<file path="config.mk">
export PLATFORM = sky130hd
export DESIGN_NAME = binary_upload_receiver_unit
export DESIGN_NICKNAME = d
export VERILOG_FILES = /design/src/bur_pkg.sv /design/src/bur_front.sv /design/src/bur_queue.sv /design/src/bur_back.sv /design/src/binary_upload_receiver_unit.sv
export VERILOG_INCLUDE_DIRS = /design/src /design/src/src
export SDC_FILE = /design/constraint.sdc
export NUM_CORES = 1
export LEC_CHECK = 0
export BUFFER_PORTS_ARGS = -buffer_cell sky130_fd_sc_hd__buf_2
export CAP_MARGIN = 20
export CORE_UTILIZATION = 32
export CTS_BUF_LIST = sky130_fd_sc_hd__clkbuf_4 sky130_fd_sc_hd__clkbuf_8
export CTS_CLUSTER_SIZE = 30
export DETAILED_ROUTE_END_ITERATION = 10
export PLACE_DENSITY_LB_ADDON = 0.12
export SLEW_MARGIN = 20
export SYNTH_ARGS = -nofsm -noshare
export SYNTH_HDL_FRONTEND = slang
export SYNTH_SLANG_ARGS = --single-unit
</file>
<file path="constraint.sdc">
create_clock -name i_clk -period 18.1 [get_ports i_clk]
set_input_delay 3.62 -clock i_clk [delete_from_list [all_inputs] [get_ports i_clk]]
set_output_delay 3.62 -clock i_clk [all_outputs]
set_load 0.1 [all_outputs]
</file>
<file path="src/binary_upload_receiver_unit_macros.svh">
// assertion macros shared by the upload receiver modules
`ifndef BINARY_UPLOAD_RECEIVER_UNIT_MACROS_SVH
`define BINARY_UPLOAD_RECEIVER_UNIT_MACROS_SVH

// same-cycle implication, checked while out of reset
`define BUR_ASSERT_NOW(label, clk, rst_n, ante, cons, msg) \
    label: assert property (@(posedge clk) disable iff (!(rst_n)) (ante) |-> (cons)) \
        else $error(msg);

// next-cycle implication, checked while out of reset
`define BUR_ASSERT_NEXT(label, clk, rst_n, ante, cons, msg) \
    label: assert property (@(posedge clk) disable iff (!(rst_n)) (ante) |=> (cons)) \
        else $error(msg);

`endif

</file>
<file path="src/bur_pkg.sv">
// shared types and constants of the upload receiver
`timescale 1ns / 1ps

package bur_pkg;

    localparam logic [31:0] CMD_A = 32'h4241_524D;
    localparam logic [31:0] CMD_B = 32'h4250_5043;

    localparam logic [31:0] RST_BASE_A       = 32'h0000_0000;
    localparam logic [31:0] RST_BASE_B       = 32'h1010_0000;
    localparam logic [31:0] RST_LENGTH_LIMIT = 32'd20971520;
    localparam logic [31:0] RST_TIMEOUT      = 32'd5000;
    localparam logic [31:0] LENGTH_BYTES     = 32'd4;

    localparam int QUEUE_DEPTH = 4;
    localparam int QUEUE_AW    = $clog2(QUEUE_DEPTH);
    localparam int QUEUE_CW    = $clog2(QUEUE_DEPTH + 1);

    typedef enum logic [2:0] {
        CFG_LINK_ENABLE   = 3'd0,
        CFG_BASE_A        = 3'd1,
        CFG_BASE_B        = 3'd2,
        CFG_LENGTH_LIMIT  = 3'd3,
        CFG_TIMEOUT_TICKS = 3'd4
    } t_cfg_index;

    typedef enum logic [2:0] {
        EV_BEGIN   = 3'd0,
        EV_WRITE   = 3'd1,
        EV_DONE    = 3'd2,
        EV_LONG    = 3'd3,
        EV_TIMEOUT = 3'd4
    } t_event;

    typedef enum logic [2:0] {
        PH_IDLE = 3'b001,
        PH_LEN  = 3'b010,
        PH_DATA = 3'b100
    } t_phase;

    typedef struct packed {
        logic        link_enable;
        logic [31:0] base_a;
        logic [31:0] base_b;
        logic [31:0] length_limit;
        logic [31:0] timeout_ticks;
    } t_cfg;

    // one queue entry: the results of one item, a second result is always done
    typedef struct packed {
        logic        two;
        t_event      ev0;
        logic        target;
        logic [31:0] addr;
        logic [7:0]  data;
        logic [31:0] len;
    } t_entry;

    typedef struct packed {
        logic full;
        logic head_valid;
    } t_q_status;

endpackage

</file>
<file path="src/bur_front.sv">
// front end: command match, length collection, payload tracking and timeout
`timescale 1ns / 1ps
`include "binary_upload_receiver_unit_macros.svh"

module bur_front (
    input  logic            i_clk,
    input  logic            i_rst_n,
    input  bur_pkg::t_cfg   i_cfg,
    input  logic            i_accept,
    input  logic            i_kind,
    input  logic [7:0]      i_rx_byte,
    output logic            o_push,
    output bur_pkg::t_entry o_entry
);
    import bur_pkg::*;

    t_phase      r_phase, n_phase;
    logic [31:0] r_shift, n_shift;
    logic        r_target, n_target;
    logic [31:0] r_len, n_len;
    logic [31:0] r_rem, n_rem;
    logic [31:0] r_addr, n_addr;
    logic [31:0] r_elapsed, n_elapsed;
    logic        r_timer_running, n_timer_running;

    logic [31:0] shift_next;
    logic [31:0] len_next;
    logic [31:0] tick_next;

    assign shift_next = {r_shift[23:0], i_rx_byte};
    assign len_next   = {r_len[23:0], i_rx_byte};
    assign tick_next  = (r_elapsed == '1) ? r_elapsed : r_elapsed + 32'd1;

    always_comb begin
        n_phase         = r_phase;
        n_shift         = r_shift;
        n_target        = r_target;
        n_len           = r_len;
        n_rem           = r_rem;
        n_addr          = r_addr;
        n_elapsed       = r_elapsed;
        n_timer_running = r_timer_running;
        o_push          = 1'b0;
        o_entry         = '0;
        o_entry.target  = r_target;

        if (i_accept && i_cfg.link_enable) begin
            if (i_kind) begin
                if (r_timer_running) begin
                    n_elapsed = tick_next;
                    if (tick_next > i_cfg.timeout_ticks) begin
                        o_push          = 1'b1;
                        o_entry.ev0     = EV_TIMEOUT;
                        n_phase         = PH_IDLE;
                        n_shift         = '0;
                        n_elapsed       = '0;
                        n_timer_running = 1'b0;
                    end
                end
            end else begin
                case (r_phase)
                    PH_IDLE: begin
                        n_shift = shift_next;
                        if (shift_next == CMD_A || shift_next == CMD_B) begin
                            n_phase         = PH_LEN;
                            n_target        = (shift_next == CMD_B);
                            n_addr          = (shift_next == CMD_B) ? i_cfg.base_b
                                                                    : i_cfg.base_a;
                            n_len           = '0;
                            n_rem           = LENGTH_BYTES;
                            n_elapsed       = '0;
                            n_timer_running = 1'b1;
                        end
                    end
                    PH_LEN: begin
                        n_len = len_next;
                        n_rem = r_rem - 32'd1;
                        if (r_rem == 32'd1) begin
                            o_push      = 1'b1;
                            o_entry.len = len_next;
                            if (len_next > i_cfg.length_limit) begin
                                o_entry.ev0     = EV_LONG;
                                n_phase         = PH_IDLE;
                                n_shift         = '0;
                                n_elapsed       = '0;
                                n_timer_running = 1'b0;
                            end else begin
                                o_entry.ev0 = EV_BEGIN;
                                if (len_next == '0) begin
                                    // empty payload finishes right away
                                    o_entry.two     = 1'b1;
                                    n_phase         = PH_IDLE;
                                    n_shift         = '0;
                                    n_elapsed       = '0;
                                    n_timer_running = 1'b0;
                                end else begin
                                    n_phase = PH_DATA;
                                    n_rem   = len_next;
                                end
                            end
                        end
                    end
                    PH_DATA: begin
                        o_push       = 1'b1;
                        o_entry.ev0  = EV_WRITE;
                        o_entry.addr = r_addr;
                        o_entry.data = i_rx_byte;
                        o_entry.len  = r_len;
                        n_addr       = r_addr + 32'd1;
                        n_rem        = r_rem - 32'd1;
                        if (r_rem == 32'd1) begin
                            o_entry.two     = 1'b1;
                            n_phase         = PH_IDLE;
                            n_shift         = '0;
                            n_elapsed       = '0;
                            n_timer_running = 1'b0;
                        end
                    end
                    default: begin
                        n_phase         = PH_IDLE;
                        n_shift         = '0;
                        n_elapsed       = '0;
                        n_timer_running = 1'b0;
                    end
                endcase
            end
        end
    end

    always_ff @(posedge i_clk) begin
        if (!i_rst_n) begin
            r_phase         <= PH_IDLE;
            r_shift         <= '0;
            r_target        <= 1'b0;
            r_len           <= '0;
            r_rem           <= '0;
            r_addr          <= '0;
            r_elapsed       <= '0;
            r_timer_running <= 1'b0;
        end else begin
            r_phase         <= n_phase;
            r_shift         <= n_shift;
            r_target        <= n_target;
            r_len           <= n_len;
            r_rem           <= n_rem;
            r_addr          <= n_addr;
            r_elapsed       <= n_elapsed;
            r_timer_running <= n_timer_running;
        end
    end

    `BUR_ASSERT_NOW(a_timer_tracks_phase, i_clk, i_rst_n, 1'b1,
        r_timer_running == (r_phase != PH_IDLE), "timer state disagrees with phase")
    `BUR_ASSERT_NOW(a_len_count_range, i_clk, i_rst_n, r_phase == PH_LEN,
        (r_rem != '0) && (r_rem <= LENGTH_BYTES), "length byte count out of range")

endmodule

</file>
<file path="src/bur_queue.sv">
// small ring buffer between front and back
`timescale 1ns / 1ps
`include "binary_upload_receiver_unit_macros.svh"

module bur_queue (
    input  logic               i_clk,
    input  logic               i_rst_n,
    input  logic               i_push,
    input  bur_pkg::t_entry    i_entry,
    input  logic               i_pop,
    output bur_pkg::t_entry    o_head,
    output bur_pkg::t_q_status o_status
);
    import bur_pkg::*;

    t_entry                r_mem [QUEUE_DEPTH];
    logic [QUEUE_AW-1:0]   r_wr_ptr, n_wr_ptr;
    logic [QUEUE_AW-1:0]   r_rd_ptr, n_rd_ptr;
    logic [QUEUE_CW-1:0]   r_count, n_count;
    logic                  do_push;
    logic                  do_pop;

    assign o_status.full       = (r_count == QUEUE_CW'(QUEUE_DEPTH));
    assign o_status.head_valid = (r_count != '0);
    assign o_head              = r_mem[r_rd_ptr];

    assign do_push = i_push && !o_status.full;
    assign do_pop  = i_pop && o_status.head_valid;

    always_comb begin
        n_wr_ptr = r_wr_ptr;
        n_rd_ptr = r_rd_ptr;
        n_count  = r_count;
        if (do_push) begin
            n_wr_ptr = (r_wr_ptr == QUEUE_AW'(QUEUE_DEPTH - 1)) ? '0
                                                                : r_wr_ptr + 1'b1;
        end
        if (do_pop) begin
            n_rd_ptr = (r_rd_ptr == QUEUE_AW'(QUEUE_DEPTH - 1)) ? '0
                                                                : r_rd_ptr + 1'b1;
        end
        if (do_push && !do_pop) begin
            n_count = r_count + 1'b1;
        end else if (do_pop && !do_push) begin
            n_count = r_count - 1'b1;
        end
    end

    always_ff @(posedge i_clk) begin
        if (do_push) begin
            r_mem[r_wr_ptr] <= i_entry;
        end
    end

    always_ff @(posedge i_clk) begin
        if (!i_rst_n) begin
            r_wr_ptr <= '0;
            r_rd_ptr <= '0;
            r_count  <= '0;
        end else begin
            r_wr_ptr <= n_wr_ptr;
            r_rd_ptr <= n_rd_ptr;
            r_count  <= n_count;
        end
    end

    `BUR_ASSERT_NOW(a_count_bound, i_clk, i_rst_n, 1'b1,
        r_count <= QUEUE_CW'(QUEUE_DEPTH), "queue count beyond depth")
    `BUR_ASSERT_NEXT(a_count_grows, i_clk, i_rst_n, do_push && !do_pop,
        r_count == $past(r_count) + 1'b1, "queue count did not grow on push")

endmodule

</file>
<file path="src/bur_back.sv">
// back end: unpacks queue entries into result items on the output register
`timescale 1ns / 1ps
`include "binary_upload_receiver_unit_macros.svh"

module bur_back (
    input  logic               i_clk,
    input  logic               i_rst_n,
    input  bur_pkg::t_entry    i_head,
    input  bur_pkg::t_q_status i_status,
    output logic               o_pop,
    input  logic               i_ready,
    output logic               o_valid,
    output logic [2:0]         o_event,
    output logic               o_target,
    output logic [31:0]        o_addr,
    output logic [7:0]         o_data,
    output logic [31:0]        o_len,
    output logic               o_last
);
    import bur_pkg::*;

    logic        r_valid, n_valid;
    logic        r_sub, n_sub;
    t_event      r_event;
    logic        r_target;
    logic [31:0] r_addr;
    logic [7:0]  r_data;
    logic [31:0] r_len;
    logic        r_last;
    logic        load;

    assign load  = i_status.head_valid && (!r_valid || i_ready);
    assign o_pop = load && (r_sub || !i_head.two);

    always_comb begin
        n_valid = r_valid;
        n_sub   = r_sub;
        if (load) begin
            n_valid = 1'b1;
            n_sub   = !r_sub && i_head.two;
        end else if (i_ready) begin
            n_valid = 1'b0;
        end
    end

    always_ff @(posedge i_clk) begin
        if (!i_rst_n) begin
            r_valid <= 1'b0;
            r_sub   <= 1'b0;
        end else begin
            r_valid <= n_valid;
            r_sub   <= n_sub;
        end
    end

    always_ff @(posedge i_clk) begin
        if (load) begin
            r_target <= i_head.target;
            if (r_sub) begin
                // trailing done of a two-result item
                r_event <= EV_DONE;
                r_addr  <= '0;
                r_data  <= '0;
                r_len   <= i_head.len;
                r_last  <= 1'b1;
            end else begin
                r_event <= i_head.ev0;
                r_addr  <= i_head.addr;
                r_data  <= i_head.data;
                r_len   <= (i_head.ev0 == EV_WRITE || i_head.ev0 == EV_TIMEOUT) ? '0
                                                                              : i_head.len;
                r_last  <= !i_head.two;
            end
        end
    end

    assign o_valid  = r_valid;
    assign o_event  = r_event;
    assign o_target = r_target;
    assign o_addr   = r_addr;
    assign o_data   = r_data;
    assign o_len    = r_len;
    assign o_last   = r_last;

    `BUR_ASSERT_NOW(a_second_half_pending, i_clk, i_rst_n, r_sub,
        i_status.head_valid && i_head.two, "second result without a two-result head")

endmodule

</file>
<file path="src/binary_upload_receiver_unit.sv">
// top level of the binary upload receiver
`timescale 1ns / 1ps
// binary upload receiver
// input channel (s_axis_*): one item per handshake, either a received link byte
// or one time tick. while idle the bytes shift into a command word; a match on
// either upload command selects target a or b and arms the timeout. four
// big-endian length bytes follow, then the payload bytes.
// output channel (m_axis_*): begin, one write per payload byte with its address,
// done, or an abort (too long, timeout). tlast marks the final result of an item.
// configuration: i_cfg_we / i_cfg_index / i_cfg_data, written while idle.
// results: an accepted item's results are written into the queue, then loaded from
// the queue head into the output register. intake: one item per cycle while the
// queue is not full; the final payload byte and a zero length each yield two
// results, which the back end sends one after the other while the front end keeps
// taking items into the four-entry queue.
// stall: when m_axis_tready is low the queue fills and s_axis_tready drops once
// all four entries are held; nothing is lost.
// reset (synchronous, i_rst_n low): block idle, queue and output empty,
// registers back to their defaults.

module binary_upload_receiver_unit (
    input  logic        i_clk,
    input  logic        i_rst_n,
    // configuration write port
    input  logic        i_cfg_we,
    input  logic [2:0]  i_cfg_index,
    input  logic [31:0] i_cfg_data,
    // input items
    input  logic        s_axis_tvalid,
    output logic        s_axis_tready,
    input  logic [7:0]  s_axis_tdata,   // [7:0] rx_byte
    input  logic [0:0]  s_axis_tuser,   // [0] kind (1 = tick)
    // result items
    output logic        m_axis_tvalid,
    input  logic        m_axis_tready,
    output logic [71:0] m_axis_tdata,   // [31:0] write_address, [39:32] write_data,
                                        // [71:40] payload_length
    output logic [3:0]  m_axis_tuser,   // [2:0] event_res, [3] target
    output logic        m_axis_tlast    // last
);
    import bur_pkg::*;

    t_cfg      r_cfg;
    t_entry    front_entry;
    t_entry    q_head;
    t_q_status q_status;
    logic      front_push;
    logic      back_pop;
    logic      s_accept;

    logic [2:0]  back_event;
    logic        back_target;
    logic [31:0] back_addr;
    logic [7:0]  back_data;
    logic [31:0] back_len;

    // configuration registers, sampled by the front end when it needs them
    always_ff @(posedge i_clk) begin
        if (!i_rst_n) begin
            r_cfg.link_enable   <= 1'b1;
            r_cfg.base_a        <= RST_BASE_A;
            r_cfg.base_b        <= RST_BASE_B;
            r_cfg.length_limit  <= RST_LENGTH_LIMIT;
            r_cfg.timeout_ticks <= RST_TIMEOUT;
        end else if (i_cfg_we) begin
            case (t_cfg_index'(i_cfg_index))
                CFG_LINK_ENABLE:   r_cfg.link_enable   <= i_cfg_data[0];
                CFG_BASE_A:        r_cfg.base_a        <= i_cfg_data;
                CFG_BASE_B:        r_cfg.base_b        <= i_cfg_data;
                CFG_LENGTH_LIMIT:  r_cfg.length_limit  <= i_cfg_data;
                CFG_TIMEOUT_TICKS: r_cfg.timeout_ticks <= i_cfg_data;
                default: ;
            endcase
        end
    end

    // front end takes an item whenever the queue has room for its results
    assign s_axis_tready = !q_status.full;
    assign s_accept      = s_axis_tvalid && s_axis_tready;

    bur_front u_front (
        .i_clk     (i_clk),
        .i_rst_n   (i_rst_n),
        .i_cfg     (r_cfg),
        .i_accept  (s_accept),
        .i_kind    (s_axis_tuser[0]),
        .i_rx_byte (s_axis_tdata),
        .o_push    (front_push),
        .o_entry   (front_entry)
    );

    // decouples item intake from result delivery
    bur_queue u_queue (
        .i_clk    (i_clk),
        .i_rst_n  (i_rst_n),
        .i_push   (front_push),
        .i_entry  (front_entry),
        .i_pop    (back_pop),
        .o_head   (q_head),
        .o_status (q_status)
    );

    bur_back u_back (
        .i_clk    (i_clk),
        .i_rst_n  (i_rst_n),
        .i_head   (q_head),
        .i_status (q_status),
        .o_pop    (back_pop),
        .i_ready  (m_axis_tready),
        .o_valid  (m_axis_tvalid),
        .o_event  (back_event),
        .o_target (back_target),
        .o_addr   (back_addr),
        .o_data   (back_data),
        .o_len    (back_len),
        .o_last   (m_axis_tlast)
    );

    assign m_axis_tdata = {back_len, back_data, back_addr};
    assign m_axis_tuser = {back_target, back_event};

endmodule
</file>
==> metrics <==
status=finished clean; initial antenna violation count=5; postcts setup bufs=0; worst slew pin tran=0.963 ns; Setup crit end kind=register; Seq/Total Area, Yosys=57.5%; Worst Hold Class=reg -> reg; R2R depth=16; DR iter-0 viols=1816; Overflow after GRT=0; Syn Nets=around 3000; Clock Power Share=31.4%; Psw=1.71 mW; Relative slew margins=35.2%; DR WL/cell=21.2 µm; CTS Sinks=682; most frequent cells in the layout=nand2_1 (459), edfxtp_1 (385), dfxtp_1 (294); Tot GR Track Use=18.7%; area of the multi-input gates=12000 µm²; Nets=~3000; synth warn=0; syn_area_per_cell=roughly 11 µm²; RSZ-0062 raised after global routing=false; synthesized instance count=2815; Post-synth EDFFs=385; maxcap violations=0; CP Data Arrival Time=7.05 ns; placed inst area=about 32000 µm²; Starting Density=about a third; Final Setup Violations=0; vias=22206; WHS Path Cells=2; Max Buffers Root-to-Sink=3; Top FF cell, synth=edfxtp_1; CP Class=reg -> reg; pwr dens=131 nW/µm²; Placeable Area=93700 µm²; die height=310 µm; leading cell type in the layout, fill and taps excluded=nand2_1; cell area after layout=34800 µm²; critical path fanouts, max=45; CTS tree=yes; worst path cell trace=nand4_1, nor3_1, a31oi_1, and4_1, and3_1, nand4_1, xnor2_1, ha_1, nand4_1, or4_1, or3b_2, a31oi_1, nor3_1, nor2_2, and2_4, buf_4; Reg clk slew, reported paths=0.06 ns; Max H-tree Level=3; final core utilization=37.1%; CP startpoint kind=register; global-route wire length before repair=136000 µm; reg2reg start=u_front.r_elapsed[24]; Cell Rows=112; Logic pwr share=27.5%; cts bufs inserted=117; cell mode on critical path=nand4_1; fill count=9163; final WL=90400 µm; Fmax=~150 MHz; Slowest cell on crit path=buf_4; Clock Skew=around 0.029 ns; WP data required=18.47 ns; Slew Viols, Final=0; DP Wirelength=57900 µm; post-CTS sizing=0; R2R setup slack=11.42 ns; VDD IR max=~0.065 mV; Chip Width=slightly above 300 µm; fin crit period=6.68 ns; synthesized area=30400 µm²; Reg-to-Reg End=u_queue.r_mem[3][11]; P_int=roughly 2.8 mW; slowest stage delay, CP=0.71 ns; Die ar.=96400 µm²; Top Ports=128; placed insts=4053; post-route ant nets=0; worst hold start=r_cfg[110]; Via-to-Cell Ratio=5.20; Non-Filler Instances=4268; FF/Latch Area=roughly 18000 µm²; FFs w/ async S/R, synth=0%; largest net degree at the start of global routing=a little under 100; Root Driver=clkbuf_8; Post-route DRC=0; period utilization=36.9%; share of cells above drive strength 1=16.5%; Area Overhead vs Synth=14.2%; clk_lat worst skew=~0.77 ns; number of distinct library cells after synthesis=73; Hold Vio Cnt, Final=0; global placement routability congestion=just under 0.9; Fin Setup TNS=0 ns; Net Sw Frac=between 30% and 40%; vias in the first global route=21783; DRT Pass-1 Iters=5; Hold EP=r_cfg[110]; port buffer count=127; Seq cells post-synth=682; part of the power in registers=41.1%; P_leak=11.6 nW; CTS Hold Buffers Added=0
-- logic make-up after synthesis --
family          share of synthesized area (%)
compound gates                           10.6
mux                                      6.65
simple gates                             17.0
flops                                    57.5
buf+inv                                  3.58
xor+xnor                                 1.52
fa+ha+maj                                3.11
-- layout make-up --
type                       instances  area share [%]
antenna                            1         0.00720
clock buffer                     157            5.69
clock inverter                    56            1.19
inverter                          90           0.986
multi-input combinational       1857            34.4
sequential                       682            50.4
tap                             1254            4.51
timing repair buffer             171            2.80
-- power groups by stage --
| stage | Clock (mW) | Sequential, mW | Combinational, mW |
|---|---|---|---|
| 4_1_cts | 1.48 | 1.88 | 1.27 |
| 3_3_place_gp | 0 | 1.91 | 1.26 |
| 2_1_floorplan | 0 | 2.55 | 0.385 |
| 3_5_place_dp | 0 | 1.91 | 1.27 |
| 5_1_grt | 1.54 | 1.89 | 1.32 |
| 6_report | 1.43 | 1.87 | 1.25 |
-- per-stage QoR --
stage	worst slack [ns]	hold WS, ns	power, mW
after floorplan	9.00	0.431	2.94
after global placement	10.93	0.442	3.17
after detailed placement	10.86	0.447	3.18
after CTS	11.29	0.453	4.63
after global routing	10.90	0.467	4.75
final	11.42	0.454	4.55
-- Yosys cell counts, types with 12 or more instances --
| library cell | n | share of area (%) |
|---|---|---|
| xor2_1 | 18 | 0.52 |
| xnor2_1 | 35 | 1.0 |
| o21ai_0 | 105 | 1.7 |
| buf_1 | 20 | 0.25 |
| nor2_1 | 136 | 1.7 |
| nor2b_1 | 78 | 1.6 |
| a211oi_1 | 14 | 0.35 |
| o22ai_1 | 19 | 0.39 |
| clkbuf_1 | 153 | 1.9 |
| or3_1 | 15 | 0.31 |
| a22oi_1 | 37 | 0.91 |
| dfxtp_1 | 297 | 20 |
| inv_1 | 90 | 1.1 |
| ha_1 | 74 | 3.0 |
| and2_1 | 18 | 0.37 |
| nand4_1 | 67 | 1.4 |
| and3_1 | 58 | 1.2 |
| a31oi_1 | 12 | 0.25 |
| nand3_1 | 114 | 1.9 |
| nor3_1 | 38 | 0.62 |
| mux4_2 | 77 | 5.7 |
| a21boi_0 | 14 | 0.35 |
| a21oi_1 | 268 | 4.4 |
| o211ai_1 | 12 | 0.30 |
| nor4_1 | 22 | 0.45 |
| nand2_1 | 461 | 5.7 |
| mux2_2 | 15 | 0.55 |
| edfxtp_1 | 385 | 38 |
| nand2b_1 | 25 | 0.51 |
-- routing by layer --
metal / GRT usage [%] / up-vias / wire length (µm)
li1: - / 10464 / -
met1: 25.3 / 10997 / 41200
met2: 30.0 / 566 / 41800
met3: 3.48 / 171 / 4770
met4: 6.24 / 8 / 2540
met5: 0 / - / 49
-- state kept, by name (all words and copies together), names as in the netlist, 2 cells and up, named ones only --
signal,cells
r_cfg,129
u_back.o_event,3
u_queue.r_mem,308
u_front.r_rem,32
u_front.r_shift,24
u_queue.r_rd_ptr,2
u_queue.r_wr_ptr,2
u_queue.r_count,3
u_front.r_elapsed,32
u_back.o_addr,32
u_back.o_data,8
u_back.o_len,32
u_front.r_len,32
u_front.r_addr,32
u_front.r_phase,3
-- how the worst max path moves through the flow --
| stage | startpoint | end | slack [ns] | cells after the start |
|---|---|---|---|---|
| after CTS | u_front.r_elapsed[24] | u_queue.r_mem[0][12] | 11.29 | 16 |
| after detailed placement | s_axis_tdata[6] | u_front.r_rem[4] | 10.86 | 9 |
| after floorplan | m_axis_tready | u_queue.r_count[2] | 9.00 | 10 |
| final | u_front.r_elapsed[24] | u_queue.r_mem[3][11] | 11.42 | 16 |
| after global placement | s_axis_tdata[5] | u_front.r_elapsed[29] | 10.93 | 11 |
| after global routing | u_front.r_elapsed[0] | u_queue.r_mem[0][14] | 10.90 | 17 |
-- critical path, delay by kind of cell (launching register included) --
| kind | cells | cell delay, ns |
|---|---|---|
| XOR/XNOR | 1 | 0.11 |
| AND/OR/NAND/NOR | 11 | 4.15 |
| AO/OA/AOI/OAI | 2 | 0.45 |
| adder cells (fa/ha/maj) | 1 | 0.30 |
| flip-flops | 1 | 0.50 |
| buffers and inverters | 1 | 0.71 |
Power figures use the tool's default switching activity.
